`src/ssd_pkg.sv`:
```
// ssd_pkg: shared types, codes, segment constants and font for the display controller.
// No dependencies; imported by ssd_front, ssd_back and the top level.
`default_nettype none

package ssd_pkg;

    // Default configuration
    localparam int DIGIT_COUNT_DEF  = 6;
    localparam int BUFFER_DEPTH_DEF = 7;
    localparam int MAX_DIGIT_COUNT  = 8;

    // Active-low segment codes
    localparam logic [7:0] SEG_BLANK      = 8'hFF;
    localparam logic [7:0] SEG_DASH       = 8'hBF;
    localparam logic [7:0] SEG_POINT_MASK = 8'h7F;

    // floor(n / 10) == (n * DIV10_MAGIC) >> DIV10_SHIFT for every 32-bit n
    localparam logic [31:0] DIV10_MAGIC = 32'hCCCC_CCCD;
    localparam int          DIV10_SHIFT = 35;

    // Command codes
    typedef enum logic [1:0] {
        CMD_WRITE_NUMBER = 2'd0,
        CMD_WRITE_POS    = 2'd1,
        CMD_SCAN         = 2'd2
    } cmd_t;

    // Classified command, with its decimal digits once the front is done
    typedef struct packed {
        cmd_t                             cmd;
        logic [2:0]                       position;
        logic                             point_on;
        logic [3:0]                       low_digit;
        logic [MAX_DIGIT_COUNT-1:0][3:0]  digits;
    } ssd_item_t;

    // One result transaction
    typedef struct packed {
        logic [2:0] scan_position;
        logic [7:0] segments;
        logic [3:0] echo_digit;
    } ssd_result_t;

    // Hex font, active low
    function automatic logic [7:0] hex_font(input logic [3:0] digit);
        logic [7:0] code;
        case (digit)
            4'h0:    code = 8'hC0;
            4'h1:    code = 8'hF9;
            4'h2:    code = 8'hA4;
            4'h3:    code = 8'hB0;
            4'h4:    code = 8'h99;
            4'h5:    code = 8'h92;
            4'h6:    code = 8'h82;
            4'h7:    code = 8'hF8;
            4'h8:    code = 8'h80;
            4'h9:    code = 8'h90;
            4'hA:    code = 8'h88;
            4'hB:    code = 8'h83;
            4'hC:    code = 8'hC6;
            4'hD:    code = 8'hA1;
            4'hE:    code = 8'h86;
            4'hF:    code = 8'h8E;
            default: code = SEG_BLANK;
        endcase
        return code;
    endfunction

endpackage

`default_nettype wire

```
`src/ssd_back.sv`:
```
// ssd_back: executes classified commands on the segment buffer and scan pointer,
// producing result transactions. Depends on ssd_pkg.
`default_nettype none

module ssd_back
    import ssd_pkg::*;
#(
    parameter int DIGIT_COUNT  = DIGIT_COUNT_DEF,
    parameter int BUFFER_DEPTH = BUFFER_DEPTH_DEF
) (
    input  wire logic      clk,
    input  wire logic      rst_n,
    input  wire logic      in_valid,
    input  wire ssd_item_t in_item,
    output logic           in_ready,
    input  wire logic      res_full,
    output logic           res_push,
    output ssd_result_t    res_data
);

    localparam int IDX_W = $clog2(BUFFER_DEPTH);

    logic [7:0]             seg_buf_reg  [BUFFER_DEPTH];
    logic [7:0]             seg_buf_next [BUFFER_DEPTH];
    logic [2:0]             scan_ptr_reg, scan_ptr_next;
    logic                   needs_result;
    logic                   take;
    logic [DIGIT_COUNT-1:0] hit;
    logic [DIGIT_COUNT-1:0] font_sel;
    logic                   pos_ok;
    logic [7:0]             pos_seg;

    assign needs_result = (in_item.cmd != CMD_WRITE_NUMBER);
    assign take         = in_valid && (!needs_result || !res_full);
    assign in_ready     = take;
    assign res_push     = take && needs_result;

    // Leading-zero walk: a position gets its font code when a nonzero digit
    // at or above it stops the walk (position 2 never stops it; position 0 always gets it)
    always_comb
    begin
        logic acc;
        acc = 1'b0;
        for (int k = DIGIT_COUNT - 1; k >= 0; k--)
        begin
            hit[k]      = (k >= 1) && (k != 2) && (in_item.digits[k] != 4'd0);
            acc         = acc || hit[k];
            font_sel[k] = acc || (k == 0);
        end
    end

    // Single-position write value
    assign pos_ok  = ({1'b0, in_item.position} < 4'(BUFFER_DEPTH));
    assign pos_seg = !pos_ok ? SEG_BLANK :
                     in_item.point_on ? (hex_font(in_item.low_digit) & SEG_POINT_MASK) :
                     hex_font(in_item.low_digit);

    // Command execution
    always_comb
    begin
        seg_buf_next  = seg_buf_reg;
        scan_ptr_next = scan_ptr_reg;
        res_data      = '0;
        case (in_item.cmd)
            CMD_WRITE_NUMBER:
            begin
                for (int p = 0; p < BUFFER_DEPTH; p++)
                begin
                    if (p < DIGIT_COUNT)
                    begin
                        if (font_sel[p])
                        begin
                            seg_buf_next[p] = hex_font(in_item.digits[p]);
                        end
                        else if (p == 2)
                        begin
                            seg_buf_next[p] = SEG_DASH;
                        end
                        else if (p == 1)
                        begin
                            // blanked position 1 shows '0'
                            seg_buf_next[p] = hex_font(4'd0);
                        end
                        else
                        begin
                            seg_buf_next[p] = SEG_BLANK;
                        end
                    end
                end
            end
            CMD_WRITE_POS:
            begin
                if (pos_ok)
                begin
                    seg_buf_next[in_item.position[IDX_W-1:0]] = pos_seg;
                end
                res_data.scan_position = in_item.position;
                res_data.segments      = pos_seg;
                res_data.echo_digit    = in_item.low_digit;
            end
            CMD_SCAN:
            begin
                res_data.scan_position = scan_ptr_reg;
                res_data.segments      = seg_buf_reg[scan_ptr_reg[IDX_W-1:0]];
                res_data.echo_digit    = 4'd0;
                scan_ptr_next = (scan_ptr_reg == 3'(BUFFER_DEPTH - 1)) ? 3'd0
                                                                       : scan_ptr_reg + 3'd1;
            end
            default:
            begin
                res_data = '0;
            end
        endcase
    end

    always_ff @(posedge clk or negedge rst_n)
    begin
        if (!rst_n)
        begin
            for (int p = 0; p < BUFFER_DEPTH; p++)
            begin
                seg_buf_reg[p] <= SEG_BLANK;
            end
            scan_ptr_reg <= 3'd0;
        end
        else if (take)
        begin
            seg_buf_reg  <= seg_buf_next;
            scan_ptr_reg <= scan_ptr_next;
        end
    end

endmodule

`default_nettype wire

```
`config.mk`:
```
export PLATFORM = sky130hd
export DESIGN_NAME = ssd_back
export DESIGN_NICKNAME = d
export VERILOG_FILES = /design/src/ssd_pkg.sv /design/src/ssd_back.sv
export SDC_FILE = /design/constraint.sdc
export NUM_CORES = 1
export LEC_CHECK = 0
export BUFFER_PORTS_ARGS = -buffer_cell sky130_fd_sc_hd__buf_2
export CAP_MARGIN = 20
export CORE_UTILIZATION = 55
export DETAILED_ROUTE_END_ITERATION = 16
export MAX_ROUTING_LAYER = met4
export PLACE_DENSITY = 0.89
export SLEW_MARGIN = 20
export SYNTH_ARGS = -nofsm -noshare
export SYNTH_HDL_FRONTEND = slang
export SYNTH_SLANG_ARGS = --single-unit
```
`constraint.sdc`:
```
create_clock -name clk -period 1.75 [get_ports clk]
set_clock_uncertainty 0.15 [all_clocks]
set_input_delay 0.2625 -clock clk [delete_from_list [all_inputs] [get_ports clk]]
set_output_delay 0.2625 -clock clk [all_outputs]
set_load 0.03 [all_outputs]
```
==> impl_metrics.csv <==
group,metric,value,unit
floorplanning,die_x,103,um
setup_path,cp.arrival,2.05,ns
timing,hold_viol,0,
global_route,antenna_found_initial,0,
synthesis,synth_top_cell_area_share,0.260,
routing,vias,6026,
setup_path,critPathLaunchType,"flop",
synthesis,synth_largest_area_cell,"dfstp_2",
floorplanning,ios,63,
run_status,status,"finished with violations",
worst_hold_path,hp-class,"in2reg",
clocking,cts_tree,"yes",
global_route,grt_max_degree,60,
timing,slew_headroom,0.678,
timing,fin_crit,2.46,ns
pwr,power.density,881,nW/um2
synthesis,synthArstFlopShare,1.00,
floorplanning,die_area,10700,um2
synthesis,syn_area_per_cell,9.07,um2
routing,wire_per_inst,21.5,um
synthesis,synth_edf_count,0,
floorplanning,die_h,103,um
floorplanning,core-area,9860,um2
timing,setup-violations-final,10,
pwr,leakagePower,3.27,nW
timing,fmax,407,MHz
setup_path,path_class,"reg2out",
clocking,cts-root-buf,"clkbuf_8",
setup_path,crit_chain,"buf_6 > mux4_2 > mux2i_4 > o22ai_4 > buf_6",
job,cap_violations,0,
synthesis,netlist_area,5650,um2
clocking,cts_buffers,9,
setup_path,crit_top_cell,"buf_6",
global_route,overflow,0,
synthesis,syn_nets,718,
routing,postRouteAntennaNets,0,
synthesis,ys_seq_elements,59,
place,dp_hpwl,13.2,mm
layout,nets,864,
layout,final_util,0.760,
setup_path,r2r_cells,4,
clocking,clockBufferDepth,2,
worst_hold_path,whs_path_depth,2,
floorplanning,row_count,36,
place,post-place-ws,-0.379,ns
timing,worst_pin_slew,0.483,ns
timing,rsz0062_at_grt,"true",
global_route,grt_pass1_vias,5759,
global_route,grt_first_pass_wirelength,29.6,mm
setup_path,slowest_delay,0.60,ns
setup_path,cp_max_fo,6,
routing,drtIter0Drc,708,
global_route,grt_util_met3,0.0988,
global_route,grt_use_total,0.381,
synthesis,synth_ff_type,"dfstp_2",
clocking,insertion_delay,0.36,ns
run_status,violations,"setup timing",
timing,finalCritPeriodShare,1.40,
routing,route.detailed.drc,0,
place,gp_congestion,0.944,
place,io_buffers,54,
layout,drive_above_1_share,0.468,
pwr,vdd_ir_drop_max,0.574,mV
routing,vias_per_cell,6.64,
timing,setup_ws,-0.708,ns
setup_path,end_kind,"output pin",
setup_path,rr_startpoint,"scan_ptr_reg[1]",
synthesis,synth.distinct_cells,69,
clocking,cts_sinks,59,
timing,slew_violations,0,
layout,final_cell_mix,"buf_4 (125), dfstp_2 (56), nor2_1 (48)",
setup_path,critPathSlowestCell,"mux4_2",
routing,totalWireLength,19.5,mm
synthesis,synthCells,623,
global_route,use_met1,0.432,
layout,area_growth,32.7,%
setup_path,required,1.34,ns
clocking,clkTransAtPathRegs,0.07,ns
worst_hold_path,hold_start,"in_item[36]",
global_route,grt_busiest_layer,"met2",
setup_path,rr_endpoint,"scan_ptr_reg[2]",
layout,num_antenna_cells,0,
synthesis,synth_area_leaders,"dfstp_2 (26%), ha_1 (11%), mux2i_1 (6.2%), mux4_2 (5.6%), nor2_1 (3.6%)",
clocking,h-tree-depth,3,
setup_path,r2r_setup_slack,0.31,ns
synthesis,yosysSeqAreaShare,0.274,
routing,drtPass1Iterations,5,
floorplanning,initial_core_util,0.573,
layout,layout_commonest_cell,"buf_4",
worst_hold_path,hold_end,"seg_buf_reg[7]",
layout,largest_register_ffs,56,
global_route,use_met2,0.597,
synthesis,ys_warn_count,0,
[synthesized netlist by cell type, drive strengths merged (13+ instances only)]
cell	instances
a21oi	23
a31oi	38
buf	24
clkbuf	28
dfstp	56
ha	49
inv	26
mux2	15
mux2i	35
mux4	14
nand2	39
nand3	13
nor2	54
nor2b	15
nor3	23
o21ai	34
[report_power, final]
| group | internal, mW | switching [mW] |
|---|---|---|
| clock network | 0.697 | 0.556 |
| registers | 1.88 | 0.363 |
| logic | 1.57 | 1.55 |
[per-layer routing]
metal / wire (um) / vias up
met3: 1970 / 169
met2: 8910 / 448
li1: - / 2588
met1: 7050 / 2821
met4: 1540 / 0
met5: 0 / -
[timing repair]
action                                  4_1_cts  5_1_grt
buffers inserted                              3        5
hold endpoints to repair                      3        0
endpoints found under the setup margin       17       23
hold buffers                                  1        0
pin swaps                                     3        6
gates resized for setup                      32       32
[how the worst max path moves through the flow]
stage / from / to / slack [ns] / cells after the start
floorplan: in_item[41] / seg_buf_reg[49] / -0.08 / 8
global route: scan_ptr_reg[0] / res_data[7] / -0.71 / 5
detailed placement: in_item[32] / res_data[7] / -0.38 / 8
CTS: scan_ptr_reg[0] / res_data[7] / -0.63 / 5
finish: scan_ptr_reg[0] / res_data[7] / -0.71 / 5
global placement: in_item[32] / res_data[7] / -0.34 / 8
[final cells by class]
class	instances	area, um2
Timing Repair Buffer	187	1470
Clock buffer	14	153
Sequential cell	59	1550
Fill cell	569	2360
Tap cell	133	166
Clock inverter	2	35.0
Inverter	27	121
Multi-Input combinational cell	485	4010
[cell families after synthesis]
group           count (synthesis)  share of synthesized area
xor+xnor                        1                    0.00155
simple gates                  201                      0.191
mux                            64                      0.150
compound gates                170                      0.211
buf+inv                        79                     0.0644
flops                          59                      0.274
fa+ha+maj                      49                      0.108
[through the flow]
step | instance area (um2) | TNS [ns] | power [mW] | std cells | hold slack [ns]
after global placement | 7030 | -10.21 | 4.59 | 884 | 0.138
after global routing | 7500 | -5.36 | 6.82 | 907 | 0.00802
after floorplan | 5850 | -1.04 | 3.79 | 623 | -0.183
after detailed placement | 7030 | -14.70 | 4.75 | 884 | 0.141
after CTS | 7350 | -4.52 | 6.17 | 904 | 0.00296
final | 7500 | -5.26 | 6.61 | 907 | 0.00575
[critical path: cells and delay by family, from the launching register on]
family          cells  cell delay [ns]
compound gates      1             0.11
buf+inv             2             0.30
flops               1             0.47
mux                 2             0.80
No activity file was read; power rests on OpenSTA's default activity.
