--- src/ssd_fifo.sv ---
// ssd_fifo: small generic register-based queue used between the display controller parts.
// Depends on nothing; payload is a flat vector of WIDTH bits.
`default_nettype none

module ssd_fifo #(
    parameter int WIDTH = 8,
    parameter int DEPTH = 2
) (
    input  wire logic             clk,
    input  wire logic             rst_n,
    input  wire logic             push,
    input  wire logic [WIDTH-1:0] wr_data,
    output logic                  full,
    input  wire logic             pop,
    output logic [WIDTH-1:0]      rd_data,
    output logic                  empty
);

    localparam int PTR_W = (DEPTH > 1) ? $clog2(DEPTH) : 1;
    localparam int CNT_W = $clog2(DEPTH + 1);

    logic [WIDTH-1:0] mem_reg [DEPTH];
    logic [PTR_W-1:0] wr_ptr_reg, wr_ptr_next;
    logic [PTR_W-1:0] rd_ptr_reg, rd_ptr_next;
    logic [CNT_W-1:0] count_reg, count_next;
    logic             do_push;
    logic             do_pop;

    assign full    = (count_reg == CNT_W'(DEPTH));
    assign empty   = (count_reg == '0);
    assign do_push = push && !full;
    assign do_pop  = pop && !empty;
    assign rd_data = mem_reg[rd_ptr_reg];

    // Pointer and fill count update
    always_comb
    begin
        wr_ptr_next = wr_ptr_reg;
        rd_ptr_next = rd_ptr_reg;
        count_next  = count_reg;
        if (do_push)
        begin
            wr_ptr_next = (wr_ptr_reg == PTR_W'(DEPTH - 1)) ? '0 : wr_ptr_reg + 1'b1;
        end
        if (do_pop)
        begin
            rd_ptr_next = (rd_ptr_reg == PTR_W'(DEPTH - 1)) ? '0 : rd_ptr_reg + 1'b1;
        end
        if (do_push && !do_pop)
        begin
            count_next = count_reg + 1'b1;
        end
        else if (do_pop && !do_push)
        begin
            count_next = count_reg - 1'b1;
        end
    end

    always_ff @(posedge clk or negedge rst_n)
    begin
        if (!rst_n)
        begin
            wr_ptr_reg <= '0;
            rd_ptr_reg <= '0;
            count_reg  <= '0;
        end
        else
        begin
            wr_ptr_reg <= wr_ptr_next;
            rd_ptr_reg <= rd_ptr_next;
            count_reg  <= count_next;
        end
    end

    // Storage, no reset needed
    always_ff @(posedge clk)
    begin
        if (do_push)
        begin
            mem_reg[wr_ptr_reg] <= wr_data;
        end
    end

endmodule

`default_nettype wire

--- config.mk ---
export PLATFORM = sky130hd
export DESIGN_NAME = ssd_fifo
export DESIGN_NICKNAME = d
export VERILOG_FILES = /design/src/ssd_fifo.sv
export SDC_FILE = /design/constraint.sdc
export NUM_CORES = 1
export LEC_CHECK = 0
export ABC_CLOCK_PERIOD_IN_PS = 1900
export BUFFER_PORTS_ARGS = -buffer_cell sky130_fd_sc_hd__buf_4
export CORE_ASPECT_RATIO = 0.9
export CORE_MARGIN = 5
export CORE_UTILIZATION = 48
export DETAILED_ROUTE_END_ITERATION = 7
export PLACE_DENSITY_LB_ADDON = 0.2
export SYNTH_ARGS = -nofsm -noshare
export SYNTH_HDL_FRONTEND = slang
export SYNTH_SLANG_ARGS = --single-unit
--- constraint.sdc ---
create_clock -name clk -period 1.9 [get_ports clk]
set_input_delay 0.38 -clock clk [delete_from_list [all_inputs] [get_ports clk]]
set_output_delay 0.38 -clock clk [all_outputs]
set_load 0.02 [all_outputs]
==> out/results.ini, run 1 <==
[status]
status = finished clean

[worst_setup_path]
end_kind = primary output
crit_type = reg -> out
crit_path_max_incr_delay_ns = 0.58
path_cells = mux2_2 -> buf_4
start_kind = register
crit_buf_inv = 1
crit_arrival_ns = 1.42
cp_slowest_cell = dfrtp_1
required_ns = 1.52
crit_family = flip-flops
cp_max_fo = 9

[cells_and_area]
n_antenna_cell = 0
final_nets = 84
final_common_cell = buf_4
layout.cells.non_filler = 92
largest_reg_flops = 16
area_growth_pct = 28.64
drive_gt1_share_pct = 41.43
most-common-layout-cells = buf_4 (22), edfxtp_1 (16), mux2_1 (6)

[power_and_ir_drop]
ir_worst_vdd_mv = 0.7828
p_leak_nw = 0.4162
p_int_uw = 985.2
power.clock.fraction_pct = 13.1
power_frac_seq_pct = 47.1
combPwrFrac_pct = 39.9
powerDensity_nw_per_um2 = 1489
switchingPower_uw = 512.6
swShare_pct = 34.22

[clock_tree]
ctsLongestPathBuffers = 2
cts.sinks = 20
cts.htree.levels = 1
numCtsBuffers = 3
clk_pin_slew_ns = 0.10
post_cts_buffers = 0
cts_tree = yes
post_cts_resized = 0
worst_skew_pair.late_latency_ns = 0.29
cts_root_buf = clkbuf_4

[placed_design]
io_buffers = 21
globalplace.congestion = 0.6555
post-place-ws_ns = 0.4076
dpl.cell_count = 87

[sta]
period_minus_slack_ns = 1.798
final.setup.tns_ns = 0
setup_ws_ns = 0.1019
setup_viol = 0
finalCritPeriodShare_pct = 94.64
rsz0062_at_grt = false
fin_skew_ns = 0.003466
fmax_mhz = 556.1
hold_viol = 0
worst_slew_pin_slew_ns = 0.3865
maxSlewHeadroom_pct = 74.23
slew_violations = 0

[flow_run]
max_cap_viol_count = 0

[synthesis]
synth_warnings = 0
syn_avg_cell_area_um2 = 17.77
syn_area_um2 = 782.0
synth_cell_types = 15
yosysSeqAreaShare_pct = 74.24
syn-num-nets = 57
ys_ff_latch = 20
synth_cells = 44

[grt]
grt_pass1_vias = 419
antenna_found_initial = 0
grt_overflow = 0
grt_max_degree = 12
grt_pass1_wl_um = 1856
track_usage_pct = 10.92

[floorplanning]
core_area_um2 = 1496
die_h_um = 48.29
num_rows = 13
pin_count = 22
die_area_um2 = 2537
die_w_um = 52.55
start_util_pct = 52.26

[route]
top_layer_used = met4
wl_met3_um = 85
dr.pass1.iters = 4
routed_via_density = 4.848
drtIter0Drc = 6
totalWireLength_um = 1163
vias = 446
ant_nets = 0
drc = 0
drt-met1-wl_um = 462
dr_wl_met2_um = 606
wl_per_cell_um = 12.64

[min_path]
hold_path_class = in -> reg

-- routing by layer --
layer  vias up  GRT usage, %
li1        212             -
met5         -             0
met1       216         11.60
met4         0         6.122
met2        16         18.81
met3         2         4.587
-- metrics by stage --
stage                     hold WS, ns  util, %  instance area, µm²  power, mW
final                          0.2614    67.22                1006      1.498
after global routing           0.2392    67.22                1006      1.591
after CTS                      0.2525    67.22                1006      1.520
after detailed placement       0.1813    64.80               969.7      1.319
after global placement         0.1806    64.80               969.7      1.309
after floorplan               0.08441        -               782.0      1.090
-- cell usage after synthesis --
cell type	count	area, µm²
and3_1	1	6.260
buf_2	1	5.000
dfrtp_1	4	100.1
edfxtp_1	16	480.5
ha_1	1	12.51
inv_1	2	7.510
mux2_1	6	67.56
mux2_2	2	22.52
nand2_2	1	6.260
nand2b_1	1	6.260
nor2_1	3	11.26
o21ai_1	1	5.000
xnor2_1	2	17.52
xnor2_2	1	16.27
xor2_1	2	17.52
-- worst paths after layout --
path                       slack (ns)                  endpoint  cells after the start                      from
min                              0.26   mem_reg[0][6]$_DFFE_PP_                      1                wr_data[6]
max in group asynchronous        1.39    wr_ptr_reg$_DFFE_PN0N_                      2                     rst_n
min in group asynchronous        0.40  count_reg[1]$_DFFE_PN0P_                      2                     rst_n
max                              0.10                rd_data[7]                      2    rd_ptr_reg$_DFFE_PN0P_
max reg2reg                      0.42  count_reg[1]$_DFFE_PN0P_                      6  count_reg[0]$_DFFE_PN0P_
min reg2reg                      0.53    wr_ptr_reg$_DFFE_PN0N_                      1    wr_ptr_reg$_DFFE_PN0N_
-- power by group through the flow --
stage,clock network [mW],registers [mW],logic (mW)
global route,0.222,0.726,0.643
global placement,0,0.713,0.596
finish,0.196,0.705,0.597
floorplan,0,0.668,0.422
CTS,0.203,0.709,0.608
detailed placement,0,0.717,0.601
-- cell families (layout without fill, tap and decap cells) --
group	after synthesis	count (layout)	share of synthesized area [%]
and+or+nand+nor	6	6	3.841
adders and majority gates	1	1	1.600
muxes	8	8	11.52
AOI/OAI and AO/OA	1	1	0.6394
buffers and inverters	3	29	1.600
xor gates and xnor gates	5	5	6.561
DFF	20	20	74.24
-- worst reg2reg max path, cell delays in order, from the launching register on --
cell and delay (ns):
dfrtp_1 0.44, nand2b_1 0.21, nand2_2 0.12, inv_1 0.05
ha_1 0.30, nor2_1 0.15, xor2_1 0.15
-- area by class of cell --
type / count / area (µm²)
Clock buffer: 3 / 22.52
Clock inverter: 1 / 3.754
Fill cell: 119 / 490.5
Inverter: 2 / 7.507
Multi-Input combinational cell: 21 / 188.9
Sequential cell: 20 / 580.6
Tap cell: 22 / 27.53
Timing Repair Buffer: 23 / 175.2
-- repair_timing --
action                                 CTS  global route
setup endpoints to repair                0             0
endpoints found under the hold margin    4             0
hold buffers                             1             0
Note: power is estimated with default switching activity, not from simulation.
==> run 2, diff against run 1 <==
- CORE_MARGIN: 5 -> 2
==> run 2 against run 1 <==
  * Non-clock buffer count unchanged
  * Die area decreased by 22%
  * Power is 3.1% higher
  * Worst setup slack improved by 0.0037 ns
  * Via count down 4.0%
  * Clock skew grew 0.00077 ns
  * Final cell count did not move
  * Sequential share of layout area is 0.57 points lower
  * Combinational power hardly changed
  * Critical path type unchanged
  * Utilization grew 1.4 points
  * First-iteration DRC count fell by 67%
  * Global-route usage is 3.1 points higher
==> out/results.ini, run 2 (synthesis results as in run 1) <==
[clock_tree]
cts_tree = yes
cts_root_buf = clkbuf_4
cts.htree.levels = 1  ; unchanged
numCtsBuffers = 3  ; unchanged
cts.sinks = 20  ; unchanged
worst_skew_pair.late_latency_ns = 0.30  ; about the same
ctsLongestPathBuffers = 2  ; unchanged
cts_hold_buffers = 1  ; unchanged
clk_pin_slew_ns = 0.11  ; about the same
post_cts_buffers = 0  ; unchanged
post_cts_resized = 0  ; unchanged

[sta]
period_minus_slack_ns = 1.794  ; -0.003710 ns
worst_slew_pin_slew_ns = 0.3996  ; +0.01309 ns
slew_violations = 0  ; unchanged
hold_viol = 0  ; unchanged
maxSlewHeadroom_pct = 73.36  ; -0.87 points
fin_skew_ns = 0.004240  ; +0.0007740 ns
holdWs_ns = 0.2553  ; -0.006081 ns
finalCritPeriodShare_pct = 94.44  ; -0.20 points
setup_viol = 0  ; unchanged
fmax_mhz = 557.3  ; +0.21%
rsz0062_at_grt = false
final.setup.tns_ns = 0  ; unchanged

[power_and_ir_drop]
total_power_mw = 1.544  ; +3.1%
p_leak_nw = 0.4219  ; +1.4%
powerDensity_nw_per_um2 = 1520  ; +2.1%
ir_worst_vdd_mv = 0.9898  ; +26%

[cells_and_area]
finish.utilization_pct = 68.64  ; +1.4 points
n_antenna_cell = 0  ; unchanged
most-common-layout-cells = buf_4 (22), edfxtp_1 (16), mux2_1 (6)
area_growth_pct = 29.92
drive_gt1_share_pct = 42.86  ; +1.4 points
final_nets = 84  ; unchanged
final_common_cell = buf_4
fin_area_um2 = 1016  ; +1.0%
largest_reg_flops = 16  ; unchanged

[route]
routed_via_density = 4.652  ; -4.0%
dr.pass1.iters = 4  ; unchanged
ant_nets = 0  ; unchanged
drc = 0  ; unchanged
wl_per_cell_um = 12.42  ; -1.7%
vias = 428  ; -4.0%
drtIter0Drc = 2  ; -4
totalWireLength_um = 1143  ; -1.7%

[flow_run]
max_cap_viol_count = 0  ; unchanged

[floorplanning]
die_area_um2 = 1968  ; -22%
core_area_um2 = 1480  ; -1.1%
start_util_pct = 52.83  ; +0.57 points
num_rows = 13  ; unchanged
die_h_um = 42.29  ; -12%
die_w_um = 46.55  ; -11%
pin_count = 22  ; unchanged

[min_path]
worstHoldEndpoint = mem_reg[0][5]$_DFFE_PP_
worstHoldPathCells = 1  ; unchanged
hold_path_class = in -> reg
hp-start = wr_data[5]

[status]
status = finished clean

[grt]
grt_pass1_vias = 402  ; -4.1%
grt_pass1_wl_um = 1814  ; -2.3%
grtUsageMet2_pct = 20.00  ; +1.2 points
track_usage_pct = 14.05  ; +3.1 points
top_usage_layer = met2
grt_overflow = 0  ; unchanged
antenna_found_initial = 0  ; unchanged
grtUsageMet3_pct = 5.603  ; +1.0 points
grt_max_degree = 12  ; unchanged
use_met1_pct = 18.42  ; +6.8 points

[placed_design]
io_buffers = 21  ; unchanged
hpwlAfterDp_um = 893
placed_cell_area_um2 = 969.7  ; unchanged
globalplace.congestion = 0.6793  ; +3.6%

[worst_setup_path]
crit_buf_inv = 1  ; unchanged
required_ns = 1.52  ; about the same
cp_slowest_cell = dfrtp_1
crit_family = flip-flops
path_cells = mux2_2 -> buf_4
reg2reg_to = count_reg[1]$_DFFE_PN0P_
crit_path_max_incr_delay_ns = 0.58  ; about the same
regToRegStartpoint = count_reg[0]$_DFFE_PN0P_
crit_arrival_ns = 1.41  ; about the same
crit_type = reg -> out
end_kind = primary output
rrSetupSlack_ns = 0.42  ; about the same
start_kind = register
r2r_cells = 7  ; +1
cp_max_fo = 9  ; unchanged

==> run 2: cell count changes in the layout (fill, tap and decap cells not counted), sizes merged <==
cell	before	now
clkbuf	3	4
clkinv	1	0
==> run 2: final cells by class <==
class / count / area [µm²]
clock buffer: 4 / 36.28
fill: 105 / 464.2
inverter: 2 / 7.507
multi-input combinational: 21 / 188.9
sequential: 20 / 580.6
tap: 22 / 27.53
timing repair buffer: 23 / 175.2
==> run 2: how the worst max path moves through the flow <==
stage | from | end | slack [ns] | cells after the start
2_1_floorplan | count_reg[0]$_DFFE_PN0P_ | mem_reg[0][0]$_DFFE_PP_ | 0.51 | 3
3_3_place_gp | rd_ptr_reg$_DFFE_PN0P_ | rd_data[2] | 0.45 | 2
3_5_place_dp | count_reg[0]$_DFFE_PN0P_ | count_reg[1]$_DFFE_PN0P_ | 0.43 | 7
4_1_cts | rd_ptr_reg$_DFFE_PN0P_ | rd_data[7] | 0.08 | 2
5_1_grt | rd_ptr_reg$_DFFE_PN0P_ | rd_data[7] | 0.03 | 2
6_report | rd_ptr_reg$_DFFE_PN0P_ | rd_data[7] | 0.11 | 2
==> run 2: power by group <==
part | internal (mW) | switching (mW) | leakage [nW]
logic | 0.296 | 0.301 | 0.206
registers | 0.613 | 0.0924 | 0.195
clock network | 0.117 | 0.125 | 0.0210
==> run 2: layer usage <==
layer,vias to the layer above,wire (µm)
met4,0,22
li1,211,-
met3,3,75
met2,18,547
met1,196,497
met5,-,0
==> run 2: per-stage QoR <==
stage               setup WS [ns]  instances
global placement           0.4458         87
global route              0.02630         92
CTS                       0.08070         92
finish                     0.1056         92
floorplan                  0.5079         44
detailed placement         0.4329         87
==> run 2: worst register-to-register path: stages, from the launching register on <==
cell and delay, ns:
dfrtp_1 0.44, nand2b_1 0.20, nand2_2 0.12, inv_1 0.05, ha_1 0.18, xor2_1 0.14, nor2_1 0.12, xor2_1 0.15
